--- src/hw/rtl/sfa_pkg.sv ---
// Shared types, constants and helpers of the segment-fit allocator.
// Used by every module under hw/rtl; depends on nothing.
`timescale 1ns / 1ps
`default_nettype none
package sfa_pkg;

  localparam int unsigned MaxSegmentsDefault   = 64;
  localparam int unsigned ArenaAddrBitsDefault = 20;
  localparam int unsigned SizeW   = 21;
  localparam int unsigned AddrW   = 32;
  localparam int unsigned CountW  = 7;
  localparam int unsigned CfgIdxW = 2;
  localparam int unsigned CfgW    = 32;
  localparam logic [SizeW-1:0] ArenaReset = 21'd65536;
  localparam logic [SizeW-1:0] ArenaMax   = 21'd1048576;

  typedef enum logic [1:0] {
    FitFirst = 2'd0, FitNext = 2'd1, FitBest = 2'd2, FitWorst = 2'd3
  } fit_e;

  typedef enum logic [1:0] {
    StOk = 2'd0, StNoFit = 2'd1, StFull = 2'd2, StNotFound = 2'd3
  } status_e;

  typedef enum logic [1:0] {
    CfgFitPolicy = 2'd0, CfgArenaBytes = 2'd1, CfgArenaBase = 2'd2, CfgNone = 2'd3
  } cfg_idx_e;

  typedef enum logic {
    OpAlloc = 1'b0, OpFree = 1'b1
  } op_e;

  typedef struct packed {
    logic              op;
    logic [SizeW-1:0]  request_size;
    logic [AddrW-1:0]  free_address;
  } req_t;

  typedef struct packed {
    logic [1:0]        status;
    logic [AddrW-1:0]  granted_address;
    logic [CountW-1:0] segment_count;
  } rsp_t;

  typedef enum logic [3:0] {
    SIdle, SClear, SScanRd, SScanEv, SShiftRd, SShiftWr,
    SSplit, SMark, SFreeRd, SFreeEv, SMergeRd, SMergeWr, SPackRd, SPackWr, SDone
  } state_e;

  // One table entry as it sits in memory.
  typedef struct packed {
    logic [SizeW-1:0] offset;
    logic [SizeW-1:0] length;
    logic             in_use;
  } seg_t;

  // Round up to a multiple of four, at least four, capped at the given limit.
  function automatic logic [SizeW-1:0] eff_arena(input logic [SizeW-1:0] raw,
                                                 input logic [SizeW:0] cap);
    logic [SizeW:0] v;
    begin
      v = ({1'b0, raw} + (SizeW+1)'(3)) & ~(SizeW+1)'(3);
      if (v < (SizeW+1)'(4)) v = (SizeW+1)'(4);
      if (v > cap) v = cap;
      eff_arena = v[SizeW-1:0];
    end
  endfunction

endpackage
`default_nettype wire

--- src/hw/rtl/sfa_seg_ram.sv ---
// Segment table memory: one write port, one registered read port.
// Depends on sfa_pkg for the entry type.
`timescale 1ns / 1ps
`default_nettype none
module sfa_seg_ram #(
  parameter int unsigned Depth = sfa_pkg::MaxSegmentsDefault,
  localparam int unsigned IdxW = $clog2(Depth)
) (
  input  wire logic             clk_i,
  input  wire logic             we_i,
  input  wire logic [IdxW-1:0]  waddr_i,
  input  wire sfa_pkg::seg_t    wdata_i,
  input  wire logic [IdxW-1:0]  raddr_i,
  output sfa_pkg::seg_t         rdata_o
);
  sfa_pkg::seg_t mem [Depth];

  // Synchronous write and registered read.
  always_ff @(posedge clk_i) begin
    if (we_i) begin
      mem[waddr_i] <= wdata_i;
    end
    rdata_o <= mem[raddr_i];
  end
endmodule
`default_nettype wire

--- src/hw/rtl/segment_fit_allocator_core.sv ---
// Segment-fit allocator top level: sequencer around the segment table memory.
// Depends on sfa_pkg and sfa_seg_ram.
//
//   channel  direction  handshake            beat
//   req      in         req_valid/req_ready  sfa_pkg::req_t
//   rsp      out        rsp_valid/rsp_ready  sfa_pkg::rsp_t
//   cfg      in         cfg_we_i             index + data, no wait
//
// An allocate scans the table with a read and an evaluate per entry and, when
// it splits, shifts the entries above the pick by a read and a write each.
// A free reads and evaluates each entry up to the match, then moves entries for a merge.
// Every table access is a registered read followed by a use or a write back.
// After reset, and after a write of arena_bytes, a clearing pass writes entry 0.
// A result waits in the output register; the next beat is taken once it leaves.
`timescale 1ns / 1ps
`default_nettype none
module segment_fit_allocator_core #(
  parameter int unsigned MaxSegments   = sfa_pkg::MaxSegmentsDefault,
  parameter int unsigned ArenaAddrBits = sfa_pkg::ArenaAddrBitsDefault
) (
  input  wire logic                        clk_i,
  input  wire logic                        rst_ni,
  input  wire logic                        cfg_we_i,
  input  wire logic [sfa_pkg::CfgIdxW-1:0] cfg_idx_i,
  input  wire logic [sfa_pkg::CfgW-1:0]    cfg_data_i,
  input  wire logic                        req_valid,
  output logic                             req_ready,
  input  wire sfa_pkg::req_t               req_i,
  output logic                             rsp_valid,
  input  wire logic                        rsp_ready,
  output sfa_pkg::rsp_t                    rsp_o
);
  localparam int unsigned IdxW = $clog2(MaxSegments);
  localparam int unsigned CntW = $clog2(MaxSegments + 1);
  localparam int unsigned SW   = sfa_pkg::SizeW;
  localparam logic [SW:0] CapRaw = (ArenaAddrBits >= SW) ? (SW+1)'(1 << (SW-1))
                                   : (SW+1)'(1 << ArenaAddrBits);
  localparam logic [SW:0] ArenaCap = (CapRaw > {1'b0, sfa_pkg::ArenaMax})
                                     ? {1'b0, sfa_pkg::ArenaMax} : CapRaw;

  // Configuration registers.
  logic [1:0]                  fit_q;
  logic [SW-1:0]               arena_q;
  logic [sfa_pkg::AddrW-1:0]   base_q;
  logic                        reinit_q, reinit_d;

  always_ff @(posedge clk_i or negedge rst_ni) begin
    if (!rst_ni) begin
      fit_q   <= sfa_pkg::FitFirst;
      arena_q <= sfa_pkg::ArenaReset;
      base_q  <= '0;
    end else if (cfg_we_i) begin
      unique case (cfg_idx_i)
        sfa_pkg::CfgFitPolicy:  fit_q   <= cfg_data_i[1:0];
        sfa_pkg::CfgArenaBytes: arena_q <= cfg_data_i[SW-1:0];
        sfa_pkg::CfgArenaBase:  base_q  <= cfg_data_i;
        default: ;
      endcase
    end
  end

  assign reinit_d = cfg_we_i && (cfg_idx_i == sfa_pkg::CfgArenaBytes);

  // Memory ports.
  logic             we;
  logic [IdxW-1:0]  waddr, raddr;
  sfa_pkg::seg_t    wdata, rdata;

  sfa_seg_ram #(.Depth(MaxSegments)) u_ram (
    .clk_i, .we_i(we), .waddr_i(waddr), .wdata_i(wdata),
    .raddr_i(raddr), .rdata_o(rdata)
  );

  // Sequencer state.
  sfa_pkg::state_e  st_q, st_d;
  logic [CntW-1:0]  total_q, total_d;
  logic [IdxW-1:0]  i_q, i_d;
  logic [IdxW-1:0]  k_q, k_d;
  logic [CntW-1:0]  cnt_q, cnt_d;
  logic [IdxW-1:0]  pick_q, pick_d;
  logic             found_q, found_d;
  logic [SW-1:0]    best_q, best_d;
  logic [IdxW-1:0]  cur_q, cur_d;
  logic             curv_q, curv_d;
  logic             op_q, op_d;
  logic [SW-1:0]    size_q, size_d;
  logic [SW-1:0]    foff_q, foff_d;
  logic             foff_ok_q, foff_ok_d;
  sfa_pkg::seg_t    ent_q, ent_d;
  sfa_pkg::seg_t    carry_q, carry_d;
  logic             rv_q, rv_d;
  sfa_pkg::rsp_t    rsp_q, rsp_d;

  always_ff @(posedge clk_i or negedge rst_ni) begin
    if (!rst_ni) begin
      st_q     <= sfa_pkg::SClear;
      total_q  <= CntW'(1);
      curv_q   <= 1'b0;
      rv_q     <= 1'b0;
      reinit_q <= 1'b0;
    end else begin
      st_q     <= reinit_d ? sfa_pkg::SClear : st_d;
      total_q  <= total_d;
      curv_q   <= curv_d;
      rv_q     <= rv_d;
      reinit_q <= reinit_d;
    end
  end

  always_ff @(posedge clk_i) begin
    i_q <= i_d; k_q <= k_d; cnt_q <= cnt_d; pick_q <= pick_d;
    found_q <= found_d; best_q <= best_d; cur_q <= cur_d; op_q <= op_d;
    size_q <= size_d; foff_q <= foff_d; foff_ok_q <= foff_ok_d;
    ent_q <= ent_d; carry_q <= carry_d; rsp_q <= rsp_d;
  end

  assign req_ready = (st_q == sfa_pkg::SIdle) && !rv_q && !reinit_q;
  assign rsp_valid = rv_q;
  assign rsp_o     = rsp_q;

  logic [SW:0]      req_round;
  logic [sfa_pkg::AddrW-1:0] fdiff;
  logic [SW-1:0]    left;
  logic             fits;
  logic [IdxW:0]    idx_wrap;

  assign req_round = ({1'b0, req_i.request_size} + (SW+1)'(3)) & ~(SW+1)'(3);
  assign fdiff     = req_i.free_address - base_q;
  assign left      = rdata.length - size_q;
  assign fits      = !rdata.in_use && (rdata.length >= size_q);

  // Next state and datapath of the sequencer.
  always_comb begin
    st_d = st_q; total_d = total_q; i_d = i_q; k_d = k_q; cnt_d = cnt_q;
    pick_d = pick_q; found_d = found_q; best_d = best_q; cur_d = cur_q;
    curv_d = curv_q; op_d = op_q; size_d = size_q; foff_d = foff_q;
    foff_ok_d = foff_ok_q; ent_d = ent_q; carry_d = carry_q;
    rv_d = rv_q; rsp_d = rsp_q;
    we = 1'b0; waddr = i_q; wdata = ent_q; raddr = i_q;
    idx_wrap = '0;
    if (rv_q && rsp_ready) rv_d = 1'b0;
    unique case (st_q)
      sfa_pkg::SClear: begin
        we = 1'b1; waddr = '0;
        wdata = '{offset: '0, length: sfa_pkg::eff_arena(arena_q, ArenaCap), in_use: 1'b0};
        total_d = CntW'(1); curv_d = 1'b0;
        st_d = sfa_pkg::SIdle;
      end
      sfa_pkg::SIdle: begin
        if (req_valid && req_ready) begin
          op_d = req_i.op;
          size_d = req_round[SW-1:0];
          foff_d = fdiff[SW-1:0];
          foff_ok_d = (fdiff >> SW) == '0;
          found_d = 1'b0; best_d = '0; pick_d = '0; cnt_d = '0;
          if (req_i.op == sfa_pkg::OpAlloc) begin
            k_d = (fit_q == sfa_pkg::FitNext && curv_q &&
                   {1'b0, cur_q} < (IdxW+1)'(total_q)) ? cur_q : '0;
            i_d = k_d;
            st_d = (req_round[SW:0] == '0 || req_round[SW]) ?
                   sfa_pkg::SDone : sfa_pkg::SScanRd;
          end else begin
            i_d = '0;
            st_d = sfa_pkg::SFreeRd;
          end
        end
      end
      sfa_pkg::SScanRd: begin
        raddr = i_q; st_d = sfa_pkg::SScanEv;
      end
      sfa_pkg::SScanEv: begin
        if (fits && (!found_q ||
            (fit_q == sfa_pkg::FitBest && left < best_q) ||
            (fit_q == sfa_pkg::FitWorst && left > best_q))) begin
          found_d = 1'b1; pick_d = i_q; best_d = left; ent_d = rdata;
        end
        cnt_d = cnt_q + CntW'(1);
        idx_wrap = {1'b0, i_q} + (IdxW+1)'(1);
        if (idx_wrap >= (IdxW+1)'(total_q)) idx_wrap = '0;
        i_d = idx_wrap[IdxW-1:0];
        if ((fits && (fit_q == sfa_pkg::FitFirst || fit_q == sfa_pkg::FitNext)) ||
            cnt_d == total_q) begin
          if (!found_d) begin
            st_d = sfa_pkg::SDone;
          end else if (ent_d.length > size_q) begin
            if (total_q >= CntW'(MaxSegments)) begin
              found_d = 1'b0; rsp_d.status = sfa_pkg::StFull;
              st_d = sfa_pkg::SDone;
            end else begin
              // Shift entries pick+1..total-1 up by one, from the top.
              i_d = IdxW'(total_q - CntW'(1));
              st_d = ({1'b0, pick_d} + (IdxW+1)'(1) >= (IdxW+1)'(total_q)) ?
                     sfa_pkg::SSplit : sfa_pkg::SShiftRd;
            end
          end else begin
            st_d = sfa_pkg::SMark;
          end
        end else begin
          st_d = sfa_pkg::SScanRd;
        end
      end
      sfa_pkg::SShiftRd: begin
        raddr = i_q; st_d = sfa_pkg::SShiftWr;
      end
      sfa_pkg::SShiftWr: begin
        we = 1'b1; waddr = i_q + IdxW'(1); wdata = rdata;
        i_d = i_q - IdxW'(1);
        st_d = (i_q == pick_q + IdxW'(1)) ? sfa_pkg::SSplit : sfa_pkg::SShiftRd;
      end
      sfa_pkg::SSplit: begin
        we = 1'b1; waddr = pick_q + IdxW'(1);
        wdata = '{offset: ent_q.offset + size_q, length: ent_q.length - size_q,
                  in_use: 1'b0};
        total_d = total_q + CntW'(1);
        if (curv_q && cur_q > pick_q) cur_d = cur_q + IdxW'(1);
        ent_d.length = size_q;
        st_d = sfa_pkg::SMark;
      end
      sfa_pkg::SMark: begin
        we = 1'b1; waddr = pick_q;
        wdata = '{offset: ent_q.offset, length: ent_q.length, in_use: 1'b1};
        if (fit_q == sfa_pkg::FitNext) begin
          cur_d = pick_q; curv_d = 1'b1;
        end
        st_d = sfa_pkg::SDone;
      end
      sfa_pkg::SFreeRd: begin
        raddr = i_q; st_d = sfa_pkg::SFreeEv;
      end
      sfa_pkg::SFreeEv: begin
        if (foff_ok_q && rdata.offset == foff_q) begin
          found_d = 1'b1; pick_d = i_q;
          ent_d = '{offset: rdata.offset, length: rdata.length, in_use: 1'b0};
          st_d = ({1'b0, i_q} + (IdxW+1)'(1) < (IdxW+1)'(total_q)) ?
                 sfa_pkg::SMergeRd : sfa_pkg::SMergeWr;
          i_d = i_q + IdxW'(1);
        end else if ({1'b0, i_q} + (IdxW+1)'(1) >= (IdxW+1)'(total_q)) begin
          st_d = sfa_pkg::SDone;
        end else begin
          i_d = i_q + IdxW'(1); st_d = sfa_pkg::SFreeRd;
        end
      end
      sfa_pkg::SMergeRd: begin
        raddr = i_q; st_d = sfa_pkg::SMergeWr;
      end
      sfa_pkg::SMergeWr: begin
        // Write the freed entry, absorbing a following hole if one was read.
        we = 1'b1; waddr = pick_q; wdata = ent_q;
        st_d = sfa_pkg::SDone;
        if ({1'b0, pick_q} + (IdxW+1)'(1) < (IdxW+1)'(total_q) && !rdata.in_use) begin
          wdata.length = ent_q.length + rdata.length;
          total_d = total_q - CntW'(1);
          if (curv_q) begin
            if (cur_q == pick_q + IdxW'(1)) cur_d = pick_q;
            else if (cur_q > pick_q + IdxW'(1)) cur_d = cur_q - IdxW'(1);
          end
          i_d = pick_q + IdxW'(2);
          k_d = pick_q + IdxW'(1);
          if ({1'b0, pick_q} + (IdxW+1)'(2) < (IdxW+1)'(total_q)) st_d = sfa_pkg::SPackRd;
        end
      end
      sfa_pkg::SPackRd: begin
        raddr = i_q; st_d = sfa_pkg::SPackWr;
      end
      sfa_pkg::SPackWr: begin
        we = 1'b1; waddr = k_q; wdata = rdata;
        k_d = i_q; i_d = i_q + IdxW'(1);
        st_d = ({1'b0, i_q} + (IdxW+1)'(1) < (IdxW+1)'(total_q) + (IdxW+1)'(1)) ?
               sfa_pkg::SPackRd : sfa_pkg::SDone;
      end
      sfa_pkg::SDone: begin
        rv_d = 1'b1;
        rsp_d.segment_count = sfa_pkg::CountW'(total_q);
        rsp_d.granted_address = '0;
        if (op_q == sfa_pkg::OpFree) begin
          rsp_d.status = found_q ? sfa_pkg::StOk : sfa_pkg::StNotFound;
        end else if (found_q) begin
          rsp_d.status = sfa_pkg::StOk;
          rsp_d.granted_address = base_q + sfa_pkg::AddrW'(ent_q.offset);
        end else if (rsp_q.status != sfa_pkg::StFull || st_q != sfa_pkg::SDone) begin
          rsp_d.status = sfa_pkg::StNoFit;
        end
        if (!found_q && rsp_q.status == sfa_pkg::StFull) rsp_d.status = sfa_pkg::StFull;
        st_d = sfa_pkg::SIdle;
      end
      default: st_d = sfa_pkg::SIdle;
    endcase
    // Clear a stale full status at the start of every item.
    if (st_q == sfa_pkg::SIdle && req_valid && req_ready) rsp_d.status = sfa_pkg::StOk;
  end
endmodule
`default_nettype wire

--- config.mk ---
export PLATFORM = sky130hd
export DESIGN_NAME = segment_fit_allocator_core
export DESIGN_NICKNAME = d
export VERILOG_FILES = /design/src/hw/rtl/sfa_pkg.sv /design/src/hw/rtl/sfa_seg_ram.sv /design/src/hw/rtl/segment_fit_allocator_core.sv
export SDC_FILE = /design/constraint.sdc
export NUM_CORES = 2
export LEC_CHECK = 0
export BUFFER_PORTS_ARGS = -buffer_cell sky130_fd_sc_hd__buf_2
export CAP_MARGIN = 20
export CORE_MARGIN = 1
export CORE_UTILIZATION = 55
export CTS_BUF_LIST = sky130_fd_sc_hd__clkbuf_8
export CTS_CLUSTER_DIAMETER = 150
export DETAILED_ROUTE_END_ITERATION = 8
export HOLD_SLACK_MARGIN = 0.06
export PLACE_DENSITY_LB_ADDON = 0.08
export SYNTH_ARGS = -nofsm -noshare
export SYNTH_HDL_FRONTEND = slang
export SYNTH_SLANG_ARGS = --single-unit
--- constraint.sdc ---
create_clock -name clk_i -period 19.2 [get_ports clk_i]
set_input_delay 1.92 -clock clk_i [delete_from_list [all_inputs] [get_ports clk_i]]
set_output_delay 1.92 -clock clk_i [all_outputs]
set_load 0.005 [all_outputs]
==> flow_summary.yaml <==
setup_path:
  start_kind: "register"
  cpPeakStageDelay_ns: 0.93
  cp_common_cell: "a21o_1"
  path_class: "reg2reg"
  worst_path_max_delay_cell: "a2111oi_0"
  crit_path_max_fanout: 40
  critPathCaptureType: "register"
  crit_required_ns: 20.02
  critPathArrivalTime_ns: 10.18
synthesis:
  synth-edff-count: 2929
  yosys_warnings: 0
  synth.distinct_cells: 87
  syn-cell-area_um2: 127600
  ys.flop_type: "edfxtp_1"
  syn_inst: 7391
  synth-seq-cells: 3043
  avgSynthCellArea_um2: 17.26
  async_reset_ff_share_pct: 2.267
  ys_seq_area_share_pct: 70.99
  synth_fp_nets: 7718
route:
  route.detailed.drc: 0
  post_drt_wl_per_cell_um: 33.01
  drt-pass1-iter-count: 6
  via_count: 74090
  wl_um: 372400
  drt_iter0_drc: 8401
  ant_nets: 0
  viasPerCell: 6.567
global_routing:
  grt_antenna_before_repair: 22
  grt-busiest-layer: "met2"
  grt.met3_usage_pct: 5.671
  grt_pass1_wl_um: 529200
  grt_use_met1_pct: 45.09
  grt_start_max_net_pins: 98
  grtUsageTotal_pct: 31.71
  grt_use_met2_pct: 50.36
  grt_pass1_vias: 73240
  overflow: 0
clock_network:
  cts_root_buffer: "clkbuf_8"
  cts_hold_buf: 0
  clkSinkCount: 3043
  htree_levels: 5
  clk_pin_slew_worst_paths_ns: 0.06
  clk_path_buf_depth: 4
  worstSkewPairLatency_ns: 1.16
  tritoncts: "done"
  postCtsSetupRepairBufs: 0
  cts_buffers: 493
  ctsResizeCount: 0
finish:
  drive_above_1_share_pct: 19.41
  finalNonFillerCells: 11280
  utilization_pct: 61.70
  nets: 8191
  fill_cells: 16750
  area_delta_synth_final_pct: 11.37
timing:
  max_freq_ghz: 0.1069
  setup_tns_ns: 0
  rsz0062_at_grt: "no"
  period_minus_slack_ns: 9.358
  tightestPinTransition_ns: 1.312
  min_period_over_period_pct: 48.74
  relSlewSlack_pct: 12.51
  fin_skew_ns: 0.1048
  final-hold-violation-count: 0
  hold_ws_ns: 0.5143
  setup_viol: 0
  slew_viol_final: 0
power_and_ir_drop:
  irDropWorstVdd_uv: 126.5
  power_w: 0.02262
  leakagePower_nw: 48.25
  power.density_nw_per_um2: 159.2
place:
  port_buffers: 135
  place.gp.congestion: 0.9200
  dp_hpwl_um: 212800
  numPlacedInstances: 10380
die:
  die-area_um2: 233900
  ioPinCount: 136
  die_w_um: 483.7
  fp-row-count: 176
  core_um2: 230300
  start_util_pct: 55.40
  die_h_um: 483.7
status:
  status: "finished, final reports clean"
min_path:
  hold_path.class: "reg2reg"
run:
  cap_viol_max_count: 0
==> routing by layer <==
metal | vias up | wire length [µm]
li1 | 31000 | -
met1 | 38570 | 151500
met2 | 3869 | 176400
met3 | 650 | 33740
met4 | 8 | 10710
met5 | - | 50
==> registers in the layout, indices dropped and copies added, names as in the netlist, 4 cells and up <==
signal,flops
arena_q,21
base_q,32
best_q,21
cnt_q,7
cur_q,6
ent_q,43
foff_q,21
i_q,6
k_q,6
pick_q,6
rsp_o,41
size_q,19
st_q,4
total_q,7
u_ram.mem,2752
u_ram.rdata_o,43
==> critical path, delay by kind of cell, from the launching register on <==
family                   cells  cell delay (ns)
AO/OA/AOI/OAI               18             5.19
adder cells (fa/ha/maj)      3             1.00
buffers and inverters        2             0.65
flip-flops                   1             0.45
multiplexers                 3             0.75
AND/OR/NAND/NOR              6             1.02
==> placed cells by master, fill, tap and decap left out, types with 31 or more instances in the layout <==
cell      count
edfxtp_1   2929
mux2i_1     528
clkbuf_8    517
mux4_2      473
inv_1       363
a21oi_1     283
nor2_1      282
nand2_1     272
o221ai_1    251
ha_1        228
buf_4       194
o21ai_0     175
xnor2_1     137
buf_2       135
o22ai_1     117
clkinv_1    112
nor3_1       82
nand3_1      79
xor2_1       70
nor2_4       67
dfrtp_1      66
a21o_1       63
and2_1       60
mux2_2       53
dfxtp_1      45
a22oi_1      41
clkinv_2     41
nand4_1      33
nor2b_1      32
nand2b_1     31
==> synthesized netlist by cell type (10+ instances only) <==
cell      number  area, µm²
nor4_1        15      93.84
nand4_1       33      206.5
buf_2         65      325.3
a22oi_1       41      307.8
o21a_1        27      202.7
o221ai_1     254       2225
mux2i_1      528       5285
edfxtp_1    2929      87950
o22ai_1      117      732.0
dfxtp_1       45      900.9
or3_1         23      143.9
dfrtp_1       66       1652
a31oi_1       25      156.4
a21o_1        63      473.0
o21ai_0      190      950.9
and2_1        61      381.6
mux4_2       473      10650
nand2_1      277       1040
inv_1        176      660.6
nand3_1       79      395.4
o21bai_1      17      127.6
clkbuf_1     237      889.6
nand2b_1      31      193.9
xor2_1        70      613.1
xnor2_1      137       1200
a221o_1       18      180.2
a222oi_1      27      270.3
and3_1        13      81.33
a211oi_1      28      210.2
a22o_1        13      113.9
ha_1         228       2853
a221oi_1      28      245.2
mux2_2        53      596.8
a32oi_1       10      87.58
nor3_1        84      420.4
a21oi_1      291       1456
nor2_1       350       1314
o211ai_1      20      150.1
nor2b_1       32      200.2
buf_1         67      251.5
==> power by group <==
part           leakage [nW]  switching (W)  internal, W
Combinational          15.3        0.00571      0.00282
Sequential             27.8       0.000327      0.00873
Clock                  5.18        0.00252      0.00252
Total                  48.3        0.00856       0.0141
==> path summary, 6_finish.rpt <==
check | end | depth (start not counted) | slack [ns] | startpoint
worst max-delay path | i_q[3] | 32 | 9.84 | size_q[3]
worst min-delay path | base_q[21] | 1 | 0.51 | base_q[21]
worst max register to register | i_q[3] | 32 | 9.84 | size_q[3]
worst min register to register | base_q[21] | 1 | 0.51 | base_q[21]
max in group asynchronous | base_q[30] | 2 | 17.44 | rst_ni
min in group asynchronous | total_q[1] | 1 | 0.67 | rst_ni
==> cells by family (layout without fill, tap and decap cells) <==
| logic type | after synthesis | after routing | share of synthesized area (%) |
|---|---|---|---|
| buf+inv | 557 | 1411 | 1.735 |
| compound gates | 1266 | 1266 | 6.863 |
| mux | 1055 | 1055 | 12.98 |
| xor+xnor | 207 | 207 | 1.421 |
| fa+ha+maj | 234 | 234 | 2.330 |
| flops | 3043 | 3043 | 70.99 |
| other cells | 1 | 13 | 0.002939 |
| simple gates | 1028 | 1028 | 3.681 |
==> area by class of cell <==
| type | count | area (µm²) | area share, % |
|---|---|---|---|
| Antenna cell | 12 | 30.03 | 0.02113 |
| Clock buffer | 517 | 7116 | 5.007 |
| Clock inverter | 359 | 1577 | 1.109 |
| Inverter | 178 | 678.2 | 0.4772 |
| Multi-Input combinational cell | 3791 | 35720 | 25.14 |
| Sequential cell | 3043 | 90590 | 63.74 |
| Tap cell | 3026 | 3786 | 2.664 |
| Timing Repair Buffer | 357 | 2620 | 1.844 |
==> per-stage QoR <==
stage / worst slack, ns / area, µm²
after CTS: 9.918 / 141900
after global routing: 9.397 / 142100
after detailed placement: 10.00 / 133200
after global placement: 9.984 / 133100
after floorplan: 11.70 / 127600
final: 9.842 / 142100
(Power assumes the default switching activity.)
